[src/rtl/csim_pkg.sv]
// Package for the cosine similarity engine: field widths, fixed-point
// constants, result mode and back end state encodings. No dependencies.
package csim_pkg;

	localparam int ELEM_PORT_W      = 16;
	localparam int RESULT_W         = 54;
	localparam int MODE_W           = 2;
	localparam int FRAC_BITS        = 30;  // Q.30 result
	localparam int LIM2_BITS        = 52;  // query-normalized result bound 2^52
	localparam int DEF_MAX_LENGTH   = 4096;
	localparam int DEF_ELEMENT_BITS = 16;
	localparam int QUEUE_DEPTH      = 4;

	typedef enum logic [MODE_W-1:0] {
		MODE_NORM  = 2'd0,
		MODE_DIST  = 2'd1,
		MODE_QNORM = 2'd2
	} mode_t;

	typedef enum logic [2:0] {
		BK_IDLE,
		BK_MUL_DEN,
		BK_MUL_NUM,
		BK_DIVIDE,
		BK_ROOT,
		BK_FINISH
	} back_state_t;

	// queue occupancy seen by the front and back end
	typedef struct packed {
		logic empty;
		logic room;
	} queue_status_t;

endpackage

[src/rtl/csim_fifo.sv]
// Short queue of finished sums between front and back end.
// Depends on csim_pkg.
module csim_fifo #(
	parameter int W     = 130,
	parameter int DEPTH = csim_pkg::QUEUE_DEPTH
) (
	input  logic                    clk,
	input  logic                    arst_n,
	input  logic                    push,
	input  logic [W-1:0]            din,
	input  logic                    pop,
	output logic [W-1:0]            dout,
	output csim_pkg::queue_status_t qstat
);
	import csim_pkg::*;

	localparam int AW = $clog2(DEPTH);

	logic [W-1:0]  mem [DEPTH];
	logic [AW-1:0] wr_q, rd_q;
	logic [AW:0]   cnt_q;

	assign dout        = mem[rd_q];
	assign qstat.empty = (cnt_q == '0);
	assign qstat.room  = (cnt_q < (AW+1)'(DEPTH - 1));

	always_ff @(posedge clk) begin
		if (push)
			mem[wr_q] <= din;
	end

	always_ff @(posedge clk or negedge arst_n) begin
		if (!arst_n) begin
			wr_q  <= '0;
			rd_q  <= '0;
			cnt_q <= '0;
		end else begin
			if (push)
				wr_q <= (wr_q == AW'(DEPTH - 1)) ? '0 : wr_q + 1'b1;
			if (pop)
				rd_q <= (rd_q == AW'(DEPTH - 1)) ? '0 : rd_q + 1'b1;
			cnt_q <= cnt_q + (AW+1)'(push) - (AW+1)'(pop);
		end
	end

endmodule

[config.mk]
export PLATFORM = sky130hd
export DESIGN_NAME = csim_fifo
export DESIGN_NICKNAME = d
export VERILOG_FILES = /design/src/rtl/csim_pkg.sv /design/src/rtl/csim_fifo.sv
export SDC_FILE = /design/constraint.sdc
export NUM_CORES = 1
export LEC_CHECK = 0
export ABC_AREA = 1
export BUFFER_PORTS_ARGS = -buffer_cell sky130_fd_sc_hd__clkbuf_2
export CAP_MARGIN = 20
export CORE_MARGIN = 2
export CORE_UTILIZATION = 51
export DETAILED_ROUTE_END_ITERATION = 10
export GPL_ROUTABILITY_DRIVEN = 0
export PLACE_DENSITY = 0.72
export SYNTH_ARGS = -nofsm -noshare
export SYNTH_HDL_FRONTEND = slang
export SYNTH_SLANG_ARGS = --single-unit
[constraint.sdc]
create_clock -name clk -period 10.25 [get_ports clk]
set_input_delay 2.05 -clock clk [delete_from_list [all_inputs] [get_ports clk]]
set_output_delay 2.05 -clock clk [all_outputs]
set_load 0.01 [all_outputs]
==> metrics.csv <==
metric,value,unit
postRouteAntennaNets,0,
design.die.area,45400,um2
die_h,213,um
clock_tree.buffer_depth,3,
dpl-instance-area,23900,um2
cts-hold-fix-buffers,0,
clk_latency,0.59,ns
rsz_0062_raised_after_global_routing,false,
synth_most_common_cell,sky130_fd_sc_hd__nand2_1,
critPathLaunchType,register,
arrival,3.49,ns
mappedNetlistArea,22300,um2
place_hpwl,26.3,mm
cts_tree,built,
final_net_count,2469,
hp-class,register to register,
timing.final.max_slew_violations,0,
synth_edf_count,520,
max-slew-margin-rel,0.181,
cts_made_buffers,52,
syn_area_per_cell,10.7,um2
drcViolationCount,0,
async_reset_ff_frac,0.0133,
pre_cts_ws,5.21,ns
core_area,43200,um2
fin_crit_sh,0.540,
routed-wl-met2,22.6,mm
detailroute.via_count,14200,
finalWorstPathRequiredPeriod,5.54,ns
pin_count_of_the_biggest_net_entering_global_routing,172,
yosysTopAreaCell,sky130_fd_sc_hd__edfxtp_1,
hold_ws,0.608,ns
seq_area_frac_synth,0.708,
htree_num_levels,2,
nets_in_the_synthesized_netlist,2225,
routed_wl,46.3,mm
timing.clock.skew,0.0163,ns
drt-pass1-iter-count,5,
netlist.area_leader.share,0.700,
highest-signal-layer,met5,
overflow,0,
grt_pass1_wl,72.2,mm
crit_path_max_fanout,171,
initial_core_util,0.517,
hold_viol_final,0,
port_bufs,265,
path_class,register to primary output,
layout-drive-gt1-share,0.153,
vias_in_the_first_global_route,14200,
die_width,213,um
synthTopCellsByArea,"sky130_fd_sc_hd__edfxtp_1 (70%), sky130_fd_sc_hd__nand2_1 (11%), sky130_fd_sc_hd__inv_1 (8.9%)",
route.detailed.wl_per_inst,15.7,um
io-pin-count,266,
clkTransAtPathRegs,0.06,ns
number_of_buffers_inserted_by_post_cts_setup_repair,0,
dr_wl_met3,3.78,mm
clock.fmax,0.181,GHz
p_per_area,269,nW/um2
power.leakage,12.0,nW
vdd.ir_drop.worst,0.200,mV
postCtsResizedCells,0,
vias_per_cell,4.81,
tightestPinTransition,1.23,ns
synthToLayoutAreaGrowth,14.8,%
ys_seq_elements,527,
total_power,6.88,mW
ys_types,23,
timing.critical_path.required,8.20,ns
grt_util_all_layers,0.206,
synth_commonest_cells,"sky130_fd_sc_hd__nand2_1 (650), sky130_fd_sc_hd__inv_1 (531), sky130_fd_sc_hd__edfxtp_1 (520)",
antenna_found_initial,9,
postSynthCellCount,2082,
rows,76,
finalWorstSetupSlack,4.71,ns
run_status,"finished, final reports clean",
clockRootBuffer,sky130_fd_sc_hd__clkbuf_16,
met1Wirelength,18.5,mm
hold_start,wr_q[1],
setup_tns,0,ns
clkSinkCount,527,
dr.first_iter.drc_count,936,
crit_start,rd_q[0],
synth-warning-count,0,
dominantRegCellSynth,sky130_fd_sc_hd__edfxtp_1,
worstSetupEndpointType,primary output,
cap_viol_max_count,0,
critical_path.reg2reg.startpoint,rd_q[0],
design_area,25600,um2
setup_violations,0,
-- power breakdown --
part           total [mW]  internal (mW)  switching (mW)
Combinational        2.13          0.653            1.48
Clock                1.86           1.09           0.765
Sequential           2.90           2.77           0.132
Total                6.88           4.51            2.37
-- state kept, by name, summed over array words and instances, names as in the netlist --
register  count
cnt_q         3
mem         520
rd_q          2
wr_q          2
-- path summary, 6_finish.rpt --
| kind | cells after the start | slack [ns] | endpoint |
|---|---|---|---|
| min in group asynchronous | 1 | 1.32 | cnt_q[1] |
| max reg2reg | 3 | 7.58 | rd_q[0] |
| max | 6 | 4.71 | dout[59] |
| min | 2 | 0.61 | wr_q[1] |
| max in group asynchronous | 1 | 8.72 | rd_q[0] |
| min reg2reg | 2 | 0.61 | wr_q[1] |
-- area by class of cell --
type	count	area (um2)
Clock buffer	66	1380
Sequential cell	527	15800
Clock inverter	26	278
Antenna cell	3	7.51
Fill cell	3467	17600
Timing Repair Buffer	276	1430
Multi-Input combinational cell	936	3960
Inverter	533	2030
Tap cell	585	732
-- kinds of logic (layout without fill, tap and decap cells) --
family	after synthesis	after routing	synth area share
compound gates	5	5	0.00112
xor+xnor	1	1	0.000393
fa+ha+maj	9	9	0.00538
buf+inv	619	901	0.115
flops	527	527	0.708
other cells	0	3	0
simple gates	921	921	0.171
-- cells in the final DEF (no fill, tap or decap) --
| cell | count |
|---|---|
| sky130_fd_sc_hd__a21oi_1 | 1 |
| sky130_fd_sc_hd__buf_16 | 1 |
| sky130_fd_sc_hd__buf_4 | 10 |
| sky130_fd_sc_hd__bufinv_16 | 6 |
| sky130_fd_sc_hd__clkbuf_1 | 13 |
| sky130_fd_sc_hd__clkbuf_16 | 53 |
| sky130_fd_sc_hd__clkbuf_2 | 265 |
| sky130_fd_sc_hd__clkinv_1 | 10 |
| sky130_fd_sc_hd__clkinv_2 | 7 |
| sky130_fd_sc_hd__clkinvlp_4 | 1 |
| sky130_fd_sc_hd__dfrtp_1 | 5 |
| sky130_fd_sc_hd__dfrtp_4 | 2 |
| sky130_fd_sc_hd__diode_2 | 3 |
| sky130_fd_sc_hd__edfxtp_1 | 520 |
| sky130_fd_sc_hd__fa_1 | 1 |
| sky130_fd_sc_hd__ha_1 | 8 |
| sky130_fd_sc_hd__inv_1 | 527 |
| sky130_fd_sc_hd__inv_4 | 1 |
| sky130_fd_sc_hd__inv_6 | 6 |
| sky130_fd_sc_hd__inv_8 | 1 |
| sky130_fd_sc_hd__nand2_1 | 650 |
| sky130_fd_sc_hd__nand2_2 | 8 |
| sky130_fd_sc_hd__nand3_1 | 260 |
| sky130_fd_sc_hd__nor2_1 | 2 |
| sky130_fd_sc_hd__nor3_1 | 1 |
| sky130_fd_sc_hd__o21ai_0 | 1 |
| sky130_fd_sc_hd__o21ai_1 | 3 |
| sky130_fd_sc_hd__xor2_1 | 1 |
-- critical path, cell delays in order (launching register included) --
cell	delay, ns
sky130_fd_sc_hd__dfrtp_4	0.74
sky130_fd_sc_hd__inv_8	0.61
sky130_fd_sc_hd__buf_4	0.83
sky130_fd_sc_hd__nand2_1	0.15
sky130_fd_sc_hd__nand3_1	0.13
sky130_fd_sc_hd__nand2_1	0.07
sky130_fd_sc_hd__clkbuf_2	0.14
-- per-stage QoR --
stage	util	cells
after floorplan	-	2082
after global placement	0.554	2856
final	0.593	2952
after global routing	0.593	2951
after CTS	0.592	2948
after detailed placement	0.554	2856
-- layer usage --
metal,track usage,vias to the layer above
met5,0,-
met1,0.248,6665
met2,0.349,434
met4,0.0841,10
met3,0.0609,110
li1,-,6982
Note: power is estimated with default switching activity, not from simulation.
