File: config.mk
export PLATFORM = sky130hd
export DESIGN_NAME = csim_front_flat
export DESIGN_NICKNAME = d
export VERILOG_FILES = /design/src/rtl/csim_pkg.sv /design/src/rtl/csim_if.sv /design/src/rtl/csim_front.sv /design/src/flat_wrapper.sv
export SDC_FILE = /design/constraint.sdc
export NUM_CORES = 2
export LEC_CHECK = 0
export ABC_CLOCK_PERIOD_IN_PS = 7470
export BUFFER_PORTS_ARGS = -buffer_cell sky130_fd_sc_hd__buf_2
export CAP_MARGIN = 20
export CORE_AREA = 4 4 202 400
export DETAILED_ROUTE_END_ITERATION = 8
export DIE_AREA = 0 0 206 404
export GPL_TIMING_DRIVEN = 0
export HOLD_SLACK_MARGIN = 0.12
export PLACE_DENSITY = 0.77
export SLEW_MARGIN = 20
export SYNTH_ARGS = -nofsm -noshare
export SYNTH_HDL_FRONTEND = slang
export SYNTH_SLANG_ARGS = --single-unit
File: constraint.sdc
create_clock -name clk -period 7.47 [get_ports clk]
set_clock_uncertainty 0.15 [all_clocks]
set_input_delay 1.1205 -clock clk [delete_from_list [all_inputs] [get_ports clk]]
set_output_delay 1.1205 -clock clk [all_outputs]
set_load 0.01 [all_outputs]
File: src/rtl/csim_pkg.sv
// Package for the cosine similarity engine: field widths, fixed-point
// constants, result mode and back end state encodings. No dependencies.
package csim_pkg;

	localparam int ELEM_PORT_W      = 16;
	localparam int RESULT_W         = 54;
	localparam int MODE_W           = 2;
	localparam int FRAC_BITS        = 30;  // Q.30 result
	localparam int LIM2_BITS        = 52;  // query-normalized result bound 2^52
	localparam int DEF_MAX_LENGTH   = 4096;
	localparam int DEF_ELEMENT_BITS = 16;
	localparam int QUEUE_DEPTH      = 4;

	typedef enum logic [MODE_W-1:0] {
		MODE_NORM  = 2'd0,
		MODE_DIST  = 2'd1,
		MODE_QNORM = 2'd2
	} mode_t;

	typedef enum logic [2:0] {
		BK_IDLE,
		BK_MUL_DEN,
		BK_MUL_NUM,
		BK_DIVIDE,
		BK_ROOT,
		BK_FINISH
	} back_state_t;

	// queue occupancy seen by the front and back end
	typedef struct packed {
		logic empty;
		logic room;
	} queue_status_t;

endpackage

File: src/rtl/csim_if.sv
// Request channel interfaces for the cosine similarity engine.
// Depends on csim_pkg for the field widths.
interface csim_in_if;
	logic                                       valid;
	logic                                       ready;
	logic signed [csim_pkg::ELEM_PORT_W-1:0]    left_element;
	logic signed [csim_pkg::ELEM_PORT_W-1:0]    right_element;
	logic                                       element_last;

	modport source (output valid, left_element, right_element, element_last, input ready);
	modport sink   (input valid, left_element, right_element, element_last, output ready);
endinterface


File: src/rtl/csim_front.sv
// Front end: resizes element pairs to ELEMENT_BITS, forms products, accumulates the
// saturating dot product and squared norms, queues the sums on the last pair.
// Depends on csim_pkg and csim_if.
module csim_front #(
	parameter int MAX_LENGTH   = csim_pkg::DEF_MAX_LENGTH,
	parameter int ELEMENT_BITS = csim_pkg::DEF_ELEMENT_BITS,
	parameter int SUM_W        = 43
) (
	input  logic                     clk,
	input  logic                     arst_n,
	csim_in_if.sink                  in_ch,
	input  csim_pkg::queue_status_t  qstat,
	output logic                     push,
	output logic [3*SUM_W:0]         push_data
);
	import csim_pkg::*;

	localparam int PW = 2 * ELEMENT_BITS;
	localparam logic [SUM_W-1:0] LIMIT = SUM_W'(MAX_LENGTH) << (PW - 2);

	logic signed [ELEMENT_BITS-1:0] a_e, b_e;
	logic signed [PW-1:0]           ab, aa, bb;

	logic                  valid_s1, last_s1;
	logic signed [PW-1:0]  ab_s1;
	logic [PW-2:0]         aa_s1, bb_s1;

	logic signed [SUM_W:0] dot_q;
	logic [SUM_W-1:0]      n1_q, n2_q;

	logic signed [SUM_W+1:0] d_wide;
	logic [SUM_W:0]          n1_wide, n2_wide;
	logic signed [SUM_W:0]   d_nx;
	logic [SUM_W-1:0]        n1_nx, n2_nx;

	assign a_e = ELEMENT_BITS'(in_ch.left_element);
	assign b_e = ELEMENT_BITS'(in_ch.right_element);
	assign ab  = a_e * b_e;
	assign aa  = a_e * a_e;
	assign bb  = b_e * b_e;

	// one slot is held back for a last pair still in stage 1
	assign in_ch.ready = qstat.room;

	always_ff @(posedge clk or negedge arst_n) begin
		if (!arst_n) begin
			valid_s1 <= 1'b0;
		end else begin
			valid_s1 <= in_ch.valid && in_ch.ready;
		end
	end

	always_ff @(posedge clk) begin
		ab_s1   <= ab;
		aa_s1   <= aa[PW-2:0];
		bb_s1   <= bb[PW-2:0];
		last_s1 <= in_ch.element_last;
	end

	always_comb begin
		d_wide  = (SUM_W+2)'(dot_q) + (SUM_W+2)'(ab_s1);
		n1_wide = (SUM_W+1)'(n1_q) + (SUM_W+1)'(aa_s1);
		n2_wide = (SUM_W+1)'(n2_q) + (SUM_W+1)'(bb_s1);
		if (d_wide > $signed({2'b00, LIMIT}))
			d_nx = $signed({1'b0, LIMIT});
		else if (d_wide < -$signed({2'b00, LIMIT}))
			d_nx = -$signed({1'b0, LIMIT});
		else
			d_nx = d_wide[SUM_W:0];
		n1_nx = (n1_wide > {1'b0, LIMIT}) ? LIMIT : n1_wide[SUM_W-1:0];
		n2_nx = (n2_wide > {1'b0, LIMIT}) ? LIMIT : n2_wide[SUM_W-1:0];
	end

	assign push      = valid_s1 && last_s1;
	assign push_data = {d_nx, n1_nx, n2_nx};

	always_ff @(posedge clk or negedge arst_n) begin
		if (!arst_n) begin
			dot_q <= '0;
			n1_q  <= '0;
			n2_q  <= '0;
		end else if (valid_s1) begin
			if (last_s1) begin
				dot_q <= '0;
				n1_q  <= '0;
				n2_q  <= '0;
			end else begin
				dot_q <= d_nx;
				n1_q  <= n1_nx;
				n2_q  <= n2_nx;
			end
		end
	end

endmodule

File: src/flat_wrapper.sv
// flat-port wrapper written by rule: the top's interface ports become plain ports
module csim_front_flat import csim_pkg::*;
#(
	parameter int MAX_LENGTH   = csim_pkg::DEF_MAX_LENGTH,
	parameter int ELEMENT_BITS = csim_pkg::DEF_ELEMENT_BITS,
	parameter int SUM_W        = 43
)
  (clk, arst_n, qstat, push, push_data, in_ch_valid, in_ch_left_element, in_ch_right_element, in_ch_element_last, in_ch_ready);
  csim_in_if in_ch_i ();
  input  logic clk;
  input  logic arst_n;
  input  csim_pkg::queue_status_t qstat;
  output logic push;
  output logic [3*SUM_W:0] push_data;
  input wire logic [$bits(in_ch_i.valid)-1:0] in_ch_valid;
  input wire logic [$bits(in_ch_i.left_element)-1:0] in_ch_left_element;
  input wire logic [$bits(in_ch_i.right_element)-1:0] in_ch_right_element;
  input wire logic [$bits(in_ch_i.element_last)-1:0] in_ch_element_last;
  output wire logic [$bits(in_ch_i.ready)-1:0] in_ch_ready;
  assign in_ch_i.valid = in_ch_valid;
  assign in_ch_i.left_element = in_ch_left_element;
  assign in_ch_i.right_element = in_ch_right_element;
  assign in_ch_i.element_last = in_ch_element_last;
  assign in_ch_ready = in_ch_i.ready;
  csim_front #(.MAX_LENGTH(MAX_LENGTH), .ELEMENT_BITS(ELEMENT_BITS), .SUM_W(SUM_W)) u_core (.clk(clk), .arst_n(arst_n), .in_ch(in_ch_i), .qstat(qstat), .push(push), .push_data(push_data));
endmodule
==> impl_metrics.json <==
{
  "dp_cells": 5989,
  "overflow": 0,
  "yosysWarnings": 0,
  "cts_tree": "done",
  "setup_viol": 0,
  "io_buffers": 161,
  "maxSlewHeadroom_pct": 23.5,
  "ys_seq_area_share_pct": 12.1,
  "status": "completed",
  "std_cell_rows": 145,
  "drv_cap": 0,
  "die_area_mm2": 0.0832,
  "async_reset_ff_share_pct": 58.5,
  "syn_area_mm2": 0.0424,
  "grt_max_degree": 73,
  "worstSetupStartpointType": "input pin",
  "critical_path_required_ns": 7.76,
  "drt_iter0_drc": 2388,
  "cp_top_family": "adder cells",
  "vias_per_cell": 5.83,
  "cp_slowest_stage_delay_ns": 0.56,
  "insertion_delay_ns": 0.56,
  "hpwlAfterDp_um": 109000,
  "finalHoldViolCount": 0,
  "syn_area_per_cell_um2": 8.84,
  "grt_pass1_wl_um": 202000,
  "gp_congestion": 1.04,
  "endpoint_kind": "flip-flop",
  "hold_class": "flip-flop to flip-flop",
  "yosysTopAreaCellShare_pct": 34.0,
  "tightest_slew_ns": 1.15,
  "drv_slew": 0,
  "grt_pass1_vias": 37900,
  "vias": 35100,
  "grtUsageTotal_pct": 31.6,
  "fin_cells": 6025,
  "antenna_found_initial": 13,
  "clk_path_buf_depth": 3,
  "h-tree-depth": 1,
  "cts_sinks": 224,
  "cts-root-buf": "clkbuf_16",
  "rsz0062_at_grt": "yes",
  "synth_edf_count": 0,
  "hold_buffers": 0,
  "yosys-top-cells-area": "fa_1 (34%), ha_1 (11%), inv_1 (9.1%)",
  "synth_top_cell_by_area": "fa_1",
  "drive_gt1_share_pct": 8.74,
  "drc_errors": 0,
  "syn-num-nets": 5919,
  "fmax_mhz": 137,
  "critPathSlowestCell": "fa_1",
  "synth_top_flop_cell": "dfrtp_1",
  "path_class": "input pin to flip-flop",
  "wl_um": 131000,
  "ys_ff_latch": 224,
  "ant_nets": 0,
  "post-place-ws_ns": -1.84,
  "syn_inst": 4798,
  "layout_setup_ws_ns": 0.163,
  "cts_made_buffers": 20,
  "routedWlPerCell_um": 21.7,
  "die_w_um": 206,
  "dr.pass1.iters": 8,
  "worst_path_most_repeated_cell": "inv_1",
  "period_share_pct": 97.8,
  "start_util_pct": 54.4,
  "clk_pin_slew_ns": 0.07,
  "ios": 170,
  "yosysUniqueCellTypes": 90,
  "area_growth_pct": 7.69,
  "fp.dieH_um": 404,
  "layout.nets": 6097,
  "core_area_mm2": 0.0780,
  "min_period_ns": 7.31,
  "critPathMaxFanout": 10,
  "cp.buffers_inverters": 8,
  "worstPathArrival_ns": 7.60
}
-- per-stage QoR --
stage	util [%]	instance area (um^2)	TNS, ns	hold WS, ns
after floorplan	-	42400	0	0.311
after global placement	57.0	44500	-36.67	0.326
after detailed placement	57.1	44500	-38.47	0.333
after CTS	58.3	45500	0	0.351
after global routing	58.5	45600	-0.0500	0.359
final	58.5	45700	0	0.350
-- flip-flops by register name, indices dropped and copies added (netlist names) --
register	count
u_core.dot_q	44
u_core.n1_q	43
u_core.n2_q	43
u_core.ab_s1	32
u_core.aa_s1	30
u_core.bb_s1	30
u_core.last_s1	1
u_core.valid_s1	1
-- synth_stat cells, types with 25 or more instances --
cell type / n
a211oi_1: 31
inv_1: 1028
o21bai_1: 35
o21ai_0: 98
a21o_1: 85
nand3_1: 49
dfxtp_1: 93
nor2_1: 303
o2bb2ai_1: 51
nand2_1: 422
xnor2_1: 155
o2bb2ai_2: 25
ha_1: 362
nor3_1: 47
a21oi_1: 227
o32ai_1: 37
nor2b_1: 25
nand4_1: 46
buf_2: 28
clkbuf_1: 164
and2_1: 177
fa_1: 721
xor2_1: 79
and3_1: 41
dfrtp_1: 131
-- kinds of logic after synthesis --
logic type	after synthesis	share of synthesized area, %
buf+inv	1236	11.1
simple gates	1216	13.6
fa+ha+maj	1083	44.7
compound gates	796	13.4
xor+xnor	234	4.83
flops	224	12.1
mux	9	0.224
-- routing by layer --
layer / vias to the layer above / GRT usage [%] / share of wire, %
met4: 10 / 24.9 / 10
met5: - / 0 / 0.050
li1: 15600 / - / -
met1: 17400 / 32.4 / 32
met2: 1473 / 56.4 / 51
met3: 679 / 4.75 / 6.5
-- path summary, 6_finish.rpt --
check	start	endpoint	slack (ns)	cells past startpoint
max reg2reg	u_core.dot_q[0]$_DFFE_PN0P_	u_core.dot_q[11]$_DFFE_PN0P_	2.39	15
min reg2reg	u_core.n2_q[6]$_DFFE_PN0P_	u_core.n2_q[6]$_DFFE_PN0P_	0.35	1
min	u_core.n2_q[6]$_DFFE_PN0P_	u_core.n2_q[6]$_DFFE_PN0P_	0.35	1
min in group asynchronous	arst_n	u_core.n1_q[22]$_DFFE_PN0P_	0.39	1
max	in_ch_right_element[8]	u_core.bb_s1[30]$_DFF_P_	0.16	26
max in group asynchronous	arst_n	u_core.n2_q[28]$_DFFE_PN0P_	6.02	2
-- final cells by class --
| type | count | area, um^2 |
|---|---|---|
| antenna | 6 | 15.0 |
| buffer | 192 | 1070 |
| clock buffer | 25 | 593 |
| clock inverter | 11 | 93.8 |
| fill | 6923 | 32400 |
| inverter | 1035 | 3900 |
| multi-input combinational | 3338 | 32700 |
| sequential | 224 | 5140 |
| tap | 1029 | 1290 |
| timing repair buffer | 165 | 876 |
-- what timing repair did --
action                     CTS  global route
pin swaps                    4             6
setup buffers                2             1
cloned                       0             0
resized for setup          132            85
setup endpoints to repair   33            16
-- cell usage in the layout, fill, tap and decap left out, drive strengths merged, types with 7 or more instances in the layout --
master and count:
xnor2 155, a21oi 227, dfxtp 93, and3 41, o31ai 17, o22ai 12
or2 20, o21bai 35, a31o 13, ha 362, nor4 8, dfrtp 131
and2 179, nor3b 7, o32ai 37, nand3 49, o2bb2ai 76, o211ai 16
nand2 422, nand2b 24, o21ai 105, clkbuf 170, o311ai 8, xor2 79
a211oi 37, and4 8, inv 1034, nor2 303, or3 20, a31oi 25
clkinv 11, a2111oi 8, fa 721, nor2b 25, a21boi 14, o21a 17
a21o 85, nor3 47, buf 212, nand4 46
Power is not shown: default switching activity piles up to over one toggle a cycle in this logic, so the estimate is an artifact.
