<file path="src/rtl/csim_pkg.sv">
// Package for the cosine similarity engine: field widths, fixed-point
// constants, result mode and back end state encodings. No dependencies.
package csim_pkg;

	localparam int ELEM_PORT_W      = 16;
	localparam int RESULT_W         = 54;
	localparam int MODE_W           = 2;
	localparam int FRAC_BITS        = 30;  // Q.30 result
	localparam int LIM2_BITS        = 52;  // query-normalized result bound 2^52
	localparam int DEF_MAX_LENGTH   = 4096;
	localparam int DEF_ELEMENT_BITS = 16;
	localparam int QUEUE_DEPTH      = 4;

	typedef enum logic [MODE_W-1:0] {
		MODE_NORM  = 2'd0,
		MODE_DIST  = 2'd1,
		MODE_QNORM = 2'd2
	} mode_t;

	typedef enum logic [2:0] {
		BK_IDLE,
		BK_MUL_DEN,
		BK_MUL_NUM,
		BK_DIVIDE,
		BK_ROOT,
		BK_FINISH
	} back_state_t;

	// queue occupancy seen by the front and back end
	typedef struct packed {
		logic empty;
		logic room;
	} queue_status_t;

endpackage

</file>
<file path="src/rtl/csim_if.sv">


interface csim_out_if;
	logic                                    valid;
	logic                                    ready;
	logic signed [csim_pkg::RESULT_W-1:0]    result_value;
	logic                                    zero_norm;

	modport source (output valid, result_value, zero_norm, input ready);
	modport sink   (input valid, result_value, zero_norm, output ready);
endinterface

</file>
<file path="src/rtl/csim_back.sv">
// Back end: shift-add multiplier, restoring divider and restoring square
// root, one bit per cycle, then mode post-processing into the output register.
// Depends on csim_pkg and csim_if.
module csim_back #(
	parameter int SUM_W = 43
) (
	input  logic                    clk,
	input  logic                    arst_n,
	input  csim_pkg::mode_t         mode,
	input  csim_pkg::queue_status_t qstat,
	input  logic [3*SUM_W:0]        qdata,
	output logic                    pop,
	csim_out_if.source              out_ch
);
	import csim_pkg::*;

	localparam int DEN_W = 2 * SUM_W;
	localparam int NUM_W = DEN_W + 2 * FRAC_BITS;
	localparam int QW    = 2 * LIM2_BITS + 2;
	localparam int RT_W  = QW / 2;
	localparam int CW    = $clog2(NUM_W);
	localparam logic [RT_W-1:0] ONE_Q = RT_W'(1) << FRAC_BITS;

	back_state_t state_q, state_nx;

	logic signed [SUM_W:0] q_dot;
	logic [SUM_W-1:0]      q_n1, q_n2, q_mag;
	logic                  m2, n1z, n2z, special;

	logic [CW-1:0]      cnt_q;
	logic               mode2_q, dist_q, neg_q, zero_q;
	logic [SUM_W-1:0]   mag_in_q;
	logic [DEN_W-1:0]   mul_a_q, prod_q, den_q, prod_nx;
	logic [SUM_W-1:0]   mul_b_q;
	logic [NUM_W-1:0]   num_q;
	logic [DEN_W-1:0]   rem_q, rem_nx;
	logic [DEN_W:0]     rem_sh;
	logic [QW-1:0]      quo_q, quo_nx, sq_q, lim;
	logic               ovf_q, ovf_nx;
	logic [RT_W+1:0]    srem_q, srem_nx;
	logic [RT_W+2:0]    s_sh, s_trial;
	logic [RT_W-1:0]    root_q, root_nx, res_mag_q, fmag;
	logic               fneg;
	logic               out_valid_q;
	logic [RESULT_W-1:0] out_value_q;
	logic               out_zero_q;

	assign {q_dot, q_n1, q_n2} = qdata;
	assign q_mag   = q_dot[SUM_W] ? SUM_W'(-q_dot) : q_dot[SUM_W-1:0];
	assign m2      = (mode == MODE_QNORM);
	assign n1z     = (q_n1 == '0);
	assign n2z     = (q_n2 == '0);
	assign special = m2 ? n2z : (n1z || n2z);

	always_ff @(posedge clk or negedge arst_n) begin
		if (!arst_n)
			state_q <= BK_IDLE;
		else
			state_q <= state_nx;
	end

	always_comb begin
		state_nx = state_q;
		pop      = 1'b0;
		case (state_q)
			BK_IDLE: begin
				if (!qstat.empty && !out_valid_q) begin
					pop = 1'b1;
					if (special)
						state_nx = BK_FINISH;
					else if (m2)
						state_nx = BK_MUL_NUM;
					else
						state_nx = BK_MUL_DEN;
				end
			end
			BK_MUL_DEN: if (cnt_q == CW'(SUM_W - 1)) state_nx = BK_MUL_NUM;
			BK_MUL_NUM: if (cnt_q == CW'(SUM_W - 1)) state_nx = BK_DIVIDE;
			BK_DIVIDE:  if (cnt_q == CW'(NUM_W - 1)) state_nx = BK_ROOT;
			BK_ROOT:    if (cnt_q == CW'(RT_W - 1))  state_nx = BK_FINISH;
			BK_FINISH:  state_nx = BK_IDLE;
			default:    state_nx = BK_IDLE;
		endcase
	end

	// one step of each serial unit
	always_comb begin
		prod_nx = prod_q + (mul_b_q[0] ? mul_a_q : '0);

		rem_sh = {rem_q, num_q[NUM_W-1]};
		if (rem_sh >= {1'b0, den_q}) begin
			rem_nx = DEN_W'(rem_sh - {1'b0, den_q});
			quo_nx = {quo_q[QW-2:0], 1'b1};
		end else begin
			rem_nx = rem_sh[DEN_W-1:0];
			quo_nx = {quo_q[QW-2:0], 1'b0};
		end
		ovf_nx = ovf_q || quo_q[QW-1];
		lim    = mode2_q ? (QW'(1) << (2 * LIM2_BITS)) : (QW'(1) << (2 * FRAC_BITS));

		s_sh    = {srem_q[RT_W:0], sq_q[QW-1:QW-2]};
		s_trial = {1'b0, root_q, 2'b01};
		if (s_sh >= s_trial) begin
			srem_nx = (RT_W+2)'(s_sh - s_trial);
			root_nx = {root_q[RT_W-2:0], 1'b1};
		end else begin
			srem_nx = s_sh[RT_W+1:0];
			root_nx = {root_q[RT_W-2:0], 1'b0};
		end

		// distance is 1 minus the signed similarity
		fmag = res_mag_q;
		fneg = neg_q;
		if (dist_q) begin
			fmag = neg_q ? ONE_Q + res_mag_q : ONE_Q - res_mag_q;
			fneg = 1'b0;
		end
	end

	always_ff @(posedge clk or negedge arst_n) begin
		if (!arst_n)
			cnt_q <= '0;
		else if (state_nx != state_q)
			cnt_q <= '0;
		else
			cnt_q <= cnt_q + 1'b1;
	end

	always_ff @(posedge clk) begin
		case (state_q)
			BK_IDLE: begin
				mode2_q   <= m2;
				dist_q    <= (mode == MODE_DIST);
				neg_q     <= q_dot[SUM_W] && !special;
				zero_q    <= special;
				mag_in_q  <= q_mag;
				prod_q    <= '0;
				den_q     <= DEN_W'(q_n2);
				res_mag_q <= (!m2 && n1z && n2z) ? ONE_Q : '0;
				if (m2) begin
					mul_a_q <= DEN_W'(q_mag);
					mul_b_q <= q_mag;
				end else begin
					mul_a_q <= DEN_W'(q_n1);
					mul_b_q <= q_n2;
				end
			end
			BK_MUL_DEN: begin
				if (cnt_q == CW'(SUM_W - 1)) begin
					den_q   <= prod_nx;
					prod_q  <= '0;
					mul_a_q <= DEN_W'(mag_in_q);
					mul_b_q <= mag_in_q;
				end else begin
					prod_q  <= prod_nx;
					mul_a_q <= mul_a_q << 1;
					mul_b_q <= mul_b_q >> 1;
				end
			end
			BK_MUL_NUM: begin
				prod_q  <= prod_nx;
				mul_a_q <= mul_a_q << 1;
				mul_b_q <= mul_b_q >> 1;
				if (cnt_q == CW'(SUM_W - 1)) begin
					num_q <= {prod_nx, {(2 * FRAC_BITS){1'b0}}};
					rem_q <= '0;
					quo_q <= '0;
					ovf_q <= 1'b0;
				end
			end
			BK_DIVIDE: begin
				num_q <= num_q << 1;
				rem_q <= rem_nx;
				quo_q <= quo_nx;
				ovf_q <= ovf_nx;
				if (cnt_q == CW'(NUM_W - 1)) begin
					sq_q   <= (ovf_nx || quo_nx > lim) ? lim : quo_nx;
					srem_q <= '0;
					root_q <= '0;
				end
			end
			BK_ROOT: begin
				sq_q   <= sq_q << 2;
				srem_q <= srem_nx;
				root_q <= root_nx;
				if (cnt_q == CW'(RT_W - 1))
					res_mag_q <= root_nx;
			end
			BK_FINISH: begin
				out_value_q <= (fneg && fmag != '0) ? -RESULT_W'(fmag) : RESULT_W'(fmag);
				out_zero_q  <= zero_q;
			end
			default: ;
		endcase
	end

	always_ff @(posedge clk or negedge arst_n) begin
		if (!arst_n)
			out_valid_q <= 1'b0;
		else if (state_q == BK_FINISH)
			out_valid_q <= 1'b1;
		else if (out_ch.ready)
			out_valid_q <= 1'b0;
	end

	assign out_ch.valid        = out_valid_q;
	assign out_ch.result_value = out_value_q;
	assign out_ch.zero_norm    = out_zero_q;

endmodule

</file>
<file path="src/flat_wrapper.sv">
// flat-port wrapper written by rule: the top's interface ports become plain ports
module csim_back_flat import csim_pkg::*;
#(
	parameter int SUM_W = 43
)
  (clk, arst_n, mode, qstat, qdata, pop, out_ch_valid, out_ch_result_value, out_ch_zero_norm, out_ch_ready);
  csim_out_if out_ch_i ();
  input  logic clk;
  input  logic arst_n;
  input  csim_pkg::mode_t mode;
  input  csim_pkg::queue_status_t qstat;
  input  logic [3*SUM_W:0] qdata;
  output logic pop;
  output wire logic [$bits(out_ch_i.valid)-1:0] out_ch_valid;
  output wire logic [$bits(out_ch_i.result_value)-1:0] out_ch_result_value;
  output wire logic [$bits(out_ch_i.zero_norm)-1:0] out_ch_zero_norm;
  input wire logic [$bits(out_ch_i.ready)-1:0] out_ch_ready;
  assign out_ch_valid = out_ch_i.valid;
  assign out_ch_result_value = out_ch_i.result_value;
  assign out_ch_zero_norm = out_ch_i.zero_norm;
  assign out_ch_i.ready = out_ch_ready;
  csim_back #(.SUM_W(SUM_W)) u_core (.clk(clk), .arst_n(arst_n), .mode(mode), .qstat(qstat), .qdata(qdata), .pop(pop), .out_ch(out_ch_i));
endmodule
</file>
<file path="config.mk">
export PLATFORM = sky130hd
export DESIGN_NAME = csim_back_flat
export DESIGN_NICKNAME = d
export VERILOG_FILES = /design/src/rtl/csim_pkg.sv /design/src/rtl/csim_if.sv /design/src/rtl/csim_back.sv /design/src/flat_wrapper.sv
export SDC_FILE = /design/constraint.sdc
export NUM_CORES = 2
export LEC_CHECK = 0
export BUFFER_PORTS_ARGS = -buffer_cell sky130_fd_sc_hd__buf_4
export CAP_MARGIN = 20
export CORE_MARGIN = 3
export CORE_UTILIZATION = 50
export CTS_BUF_LIST = sky130_fd_sc_hd__clkbuf_4 sky130_fd_sc_hd__clkbuf_8
export DETAILED_ROUTE_END_ITERATION = 7
export GPL_TIMING_DRIVEN = 0
export MAX_ROUTING_LAYER = met4
export PLACE_DENSITY = 0.69
export SYNTH_ARGS = -nofsm -noshare
export SYNTH_HDL_FRONTEND = slang
export SYNTH_SLANG_ARGS = --single-unit
</file>
<file path="constraint.sdc">
create_clock -name clk -period 24.3 [get_ports clk]
set_input_delay 2.43 -clock clk [delete_from_list [all_inputs] [get_ports clk]]
set_output_delay 2.43 -clock clk [all_outputs]
set_load 0.02 [all_outputs]
</file>
==> summary.md <==
| Metric | Value |
|---|---|
| Status | finished clean |
| Post-layout util | 0.572 |
| Overflow after GRT | 0 |
| CP bufs+invs | 1 |
| Synthesized area | 57100 um^2 |
| Slew headroom | 0.215 |
| R2R Path End | u_core.num_q[141]$_DFFE_PP_ |
| Die width | 344 um |
| DP Wirelength | 130000 um |
| Synth async-reset ratio | 0.0125 |
| Arrival time worst endpoint | 7.04 ns |
| CTS tree | yes |
| WP data required | 24.86 ns |
| Slew @ Worst Pin | 1.18 ns |
| Total number of vias | 46600 |
| Maximum number of pins on one net before global-route repair | 66 |
| Reg2reg setup slack | 17.82 ns |
| Placed Cells | 7574 |
| 1st-iter DRT viols | 4348 |
| Cell family with most CP delay | compound AO/OA/AOI/OAI gates |
| Remaining antenna violation count | 0 |
| Worst Skew | 0.0317 ns |
| Slowest CP cell | o311ai_0 |
| CP Capture Type | flip-flop |
| Final Wtd Congestion | 0.965 |
| Final nets | 6616 |
| Post-CTS Hold Fix Bufs | 0 |
| RR Startpoint | u_core.mul_b_q[0]$_DFFE_PP_ |
| Total wire length | 170000 um |
| CP startpoint kind | flip-flop |
| Synth Warn # | 0 |
| Max VDD drop | 0.0414 mV |
| HP Start | u_core.zero_q$_DFFE_PP_ |
| Syn Nets | 6210 |
| Average footprint of a synthesized cell | 9.78 um^2 |
| Worst path cell trace | clkbuf_1, and2_1, ha_1, a21oi_1, o21ai_0, a32oi_1, a211oi_1, o311ai_0, o21ai_0, a221oi_1, o31ai_1, o311ai_0, o21ai_0 |
| Most common cell on crit path | o21ai_0 |
| Area grow syn2layout | 13.1% |
| FF+latch area | 28800 um^2 |
| Max Fclk | 154 MHz |
| Pre-CTS setup slack | 17.91 ns |
| Hold Path Stages | 0 |
| EDFF count, synth | 948 |
| Worst reg-to-reg path cell count | 13 |
| Core Area | 113000 um^2 |
| Yosys cell types | 100 |
| RSZ-0062 raised after global routing | no |
| Pwr/cell area | 52.6 nW/um^2 |
| LEAKAGE | 24.5 nW |
| DRC errors left | 0 |
| Worst hold path class | flip-flop to flip-flop |
| H-Tree Depth | 4 |
| Final TNS setup | 0 ns |
| Io pins | 194 |
| Mapped Cells | 5834 |
| Final Setup Violations | 0 |
| Rows | 123 |
| Clk slew on worst S/H paths | 0.06 ns |
| Inserted Clock Buffers | 163 |
| Via/cell ratio | 5.92 |
| Critical Path Fanout Max | 10 |
| Number of synthesized register bits | 960 |
| Post-Layout Cell Count | 7873 |
| CTS resizes | 0 |
| WS Path Type | flip-flop to flip-flop |
| First-pass GRT wire length | 261000 um |
| Sink Count | 960 |
| Fill cells | 9924 |
| Period utilisation layout | 0.267 |
| Initial Util | 0.506 |
| Max cap viols | 0 |
| Initial antenna violation count | 2 |
| Post-CTS Setup Inserts | 0 |
| Clk buf depth | 3 |
| Minimum clock period | 6.48 ns |
| Die H | 344 um |
| Hold Vio Cnt, Final | 0 |
| Root Driver | clkbuf_8 |
| First drt pass iteration count | 6 |
| Max-slew violation count | 0 |
| Multi-input combinational cell area | 26200 um^2 |
| Vias in the first global route | 45400 |
| Layout cell share with drive strength beyond 1 | 0.0926 |
| Port bufs | 191 |
| WL/cell | 21.6 um |
| Setup ws final | 17.82 ns |
| Die area | 118000 um^2 |
| Largest stage delay on the critical path | 0.84 ns |
| Sequential share of the synthesized area | 0.504 |
| Worst hold endpoint | u_core.out_ch.zero_norm$_DFFE_PP_ |
| Dominant synthesized flop cell | edfxtp_1 |
| Worst-Skew Late Latency | 0.86 ns |
| Total track usage | 0.293 |
## metal layers
metal | GRT usage | vias to the layer above | wire length (um)
met5 | - | - | 0
met4 | 0.120 | 0 | 7140
met3 | 0.0401 | 372 | 10900
met2 | 0.472 | 1773 | 80800
met1 | 0.375 | 22400 | 71300
li1 | - | 22100 | -
## how the worst max path moves through the flow
stage	start	end	depth (start not counted)	slack, ns
after floorplan	u_core.cnt_q[6]$_DFF_PN0_	u_core.num_q[100]$_DFFE_PP_	4	3.24
after global placement	u_core.cnt_q[6]$_DFF_PN0_	u_core.quo_q[28]$_SDFFCE_PN0P_	4	-5.84
after detailed placement	u_core.mul_b_q[0]$_DFFE_PP_	u_core.num_q[141]$_DFFE_PP_	13	17.91
after CTS	u_core.mul_b_q[0]$_DFFE_PP_	u_core.num_q[141]$_DFFE_PP_	13	17.88
after global routing	u_core.mul_b_q[0]$_DFFE_PP_	u_core.num_q[141]$_DFFE_PP_	13	17.38
final	u_core.mul_b_q[0]$_DFFE_PP_	u_core.num_q[141]$_DFFE_PP_	13	17.82
## worst reg2reg max path, cell delays in order (launching register included)
cell,delay [ns]
edfxtp_1,0.61
clkbuf_1,0.75
and2_1,0.25
ha_1,0.28
a21oi_1,0.30
o21ai_0,0.24
a32oi_1,0.35
a211oi_1,0.18
o311ai_0,0.85
o21ai_0,0.37
a221oi_1,0.71
o31ai_1,0.32
o311ai_0,0.79
o21ai_0,0.21
## sequential cells by signal, summed over array words and instances, names as in the netlist, 3 cells and up
signal,count
u_core.rem_q,86
u_core.quo_q,106
u_core.out_ch.result_value,54
u_core.res_mag_q,53
u_core.cnt_q,8
u_core.num_q,86
u_core.mul_b_q,43
u_core.den_q,86
u_core.state_q,3
u_core.mul_a_q,86
u_core.prod_q,86
u_core.srem_q,54
u_core.root_q,53
u_core.mag_in_q,43
u_core.sq_q,106
## cell usage after synthesis (11+ instances only)
| cell | count | share of area |
|---|---|---|
| a211oi_1 | 43 | 0.0057 |
| a21boi_0 | 12 | 0.0016 |
| a21o_1 | 121 | 0.016 |
| a21oi_1 | 374 | 0.033 |
| a22oi_1 | 58 | 0.0076 |
| a31oi_1 | 50 | 0.0055 |
| and2_1 | 263 | 0.029 |
| and3_1 | 41 | 0.0045 |
| and4_1 | 14 | 0.0021 |
| buf_2 | 13 | 0.0011 |
| clkbuf_1 | 289 | 0.019 |
| dfrtp_1 | 12 | 0.0053 |
| edfxtp_1 | 948 | 0.50 |
| ha_1 | 237 | 0.052 |
| inv_1 | 237 | 0.016 |
| mux2i_1 | 51 | 0.0089 |
| nand2_1 | 784 | 0.052 |
| nand2b_1 | 29 | 0.0032 |
| nand3_1 | 125 | 0.011 |
| nand4_1 | 93 | 0.010 |
| nor2_1 | 515 | 0.034 |
| nor2b_1 | 41 | 0.0045 |
| nor3_1 | 84 | 0.0074 |
| nor4_1 | 77 | 0.0084 |
| o211ai_1 | 18 | 0.0024 |
| o21a_1 | 25 | 0.0033 |
| o21ai_0 | 537 | 0.047 |
| o21bai_1 | 51 | 0.0067 |
| o22ai_1 | 19 | 0.0021 |
| o31ai_1 | 37 | 0.0049 |
| o41ai_1 | 19 | 0.0029 |
| or2_2 | 11 | 0.0012 |
| or3_1 | 25 | 0.0027 |
| or4_1 | 18 | 0.0024 |
| xnor2_1 | 223 | 0.034 |
| xor2_1 | 126 | 0.019 |
## power breakdown
part	total (mW)	internal [mW]	switching (mW)	leakage [nW]
Sequential	1.80	1.80	0.00000000000000000603	8.69
Combinational	0.0782	0.0288	0.0494	14.0
Clock	1.52	0.829	0.690	1.75
## cells in the final DEF, fill, tap and decap left out, types with 93 or more instances in the layout
cell type	n
o21ai_0	536
clkbuf_8	168
xnor2_1	223
buf_4	196
clkbuf_1	289
inv_1	236
nor2_1	514
edfxtp_1	948
nand2_1	782
xor2_1	126
nand4_1	93
a21o_1	121
and2_1	263
ha_1	237
nand3_1	125
a21oi_1	373
## through the flow
stage	hold slack, ns	cell area [um^2]	power, mW
2_1_floorplan	0.400	57100	1.86
3_3_place_gp	0.407	60400	1.91
3_5_place_dp	0.405	61100	1.91
4_1_cts	0.421	64500	3.42
5_1_grt	0.427	64500	3.49
6_report	0.423	64500	3.40
## layout make-up
class,instances,area share
flip-flops and latches,960,0.446
multi-input cells,4320,0.406
clock buffers,215,0.0413
repair buffers,241,0.0333
well taps,1500,0.0291
plain buffers,316,0.0192
inverters,238,0.0138
clock inverters,80,0.0108
diodes,3,0.000116
## logic make-up (layout without fill, tap and decap cells)
group           Yosys count  after routing  share of synthesized area
buf+inv                 554           1090                     0.0373
compound gates         1505           1505                      0.161
other cells               0              3                          0
fa+ha+maj               239            239                     0.0527
simple gates           2172           2172                      0.182
flops                   960            960                      0.504
xor+xnor                350            350                     0.0539
mux                      54             54                    0.00954
(Power assumes the default switching activity.)
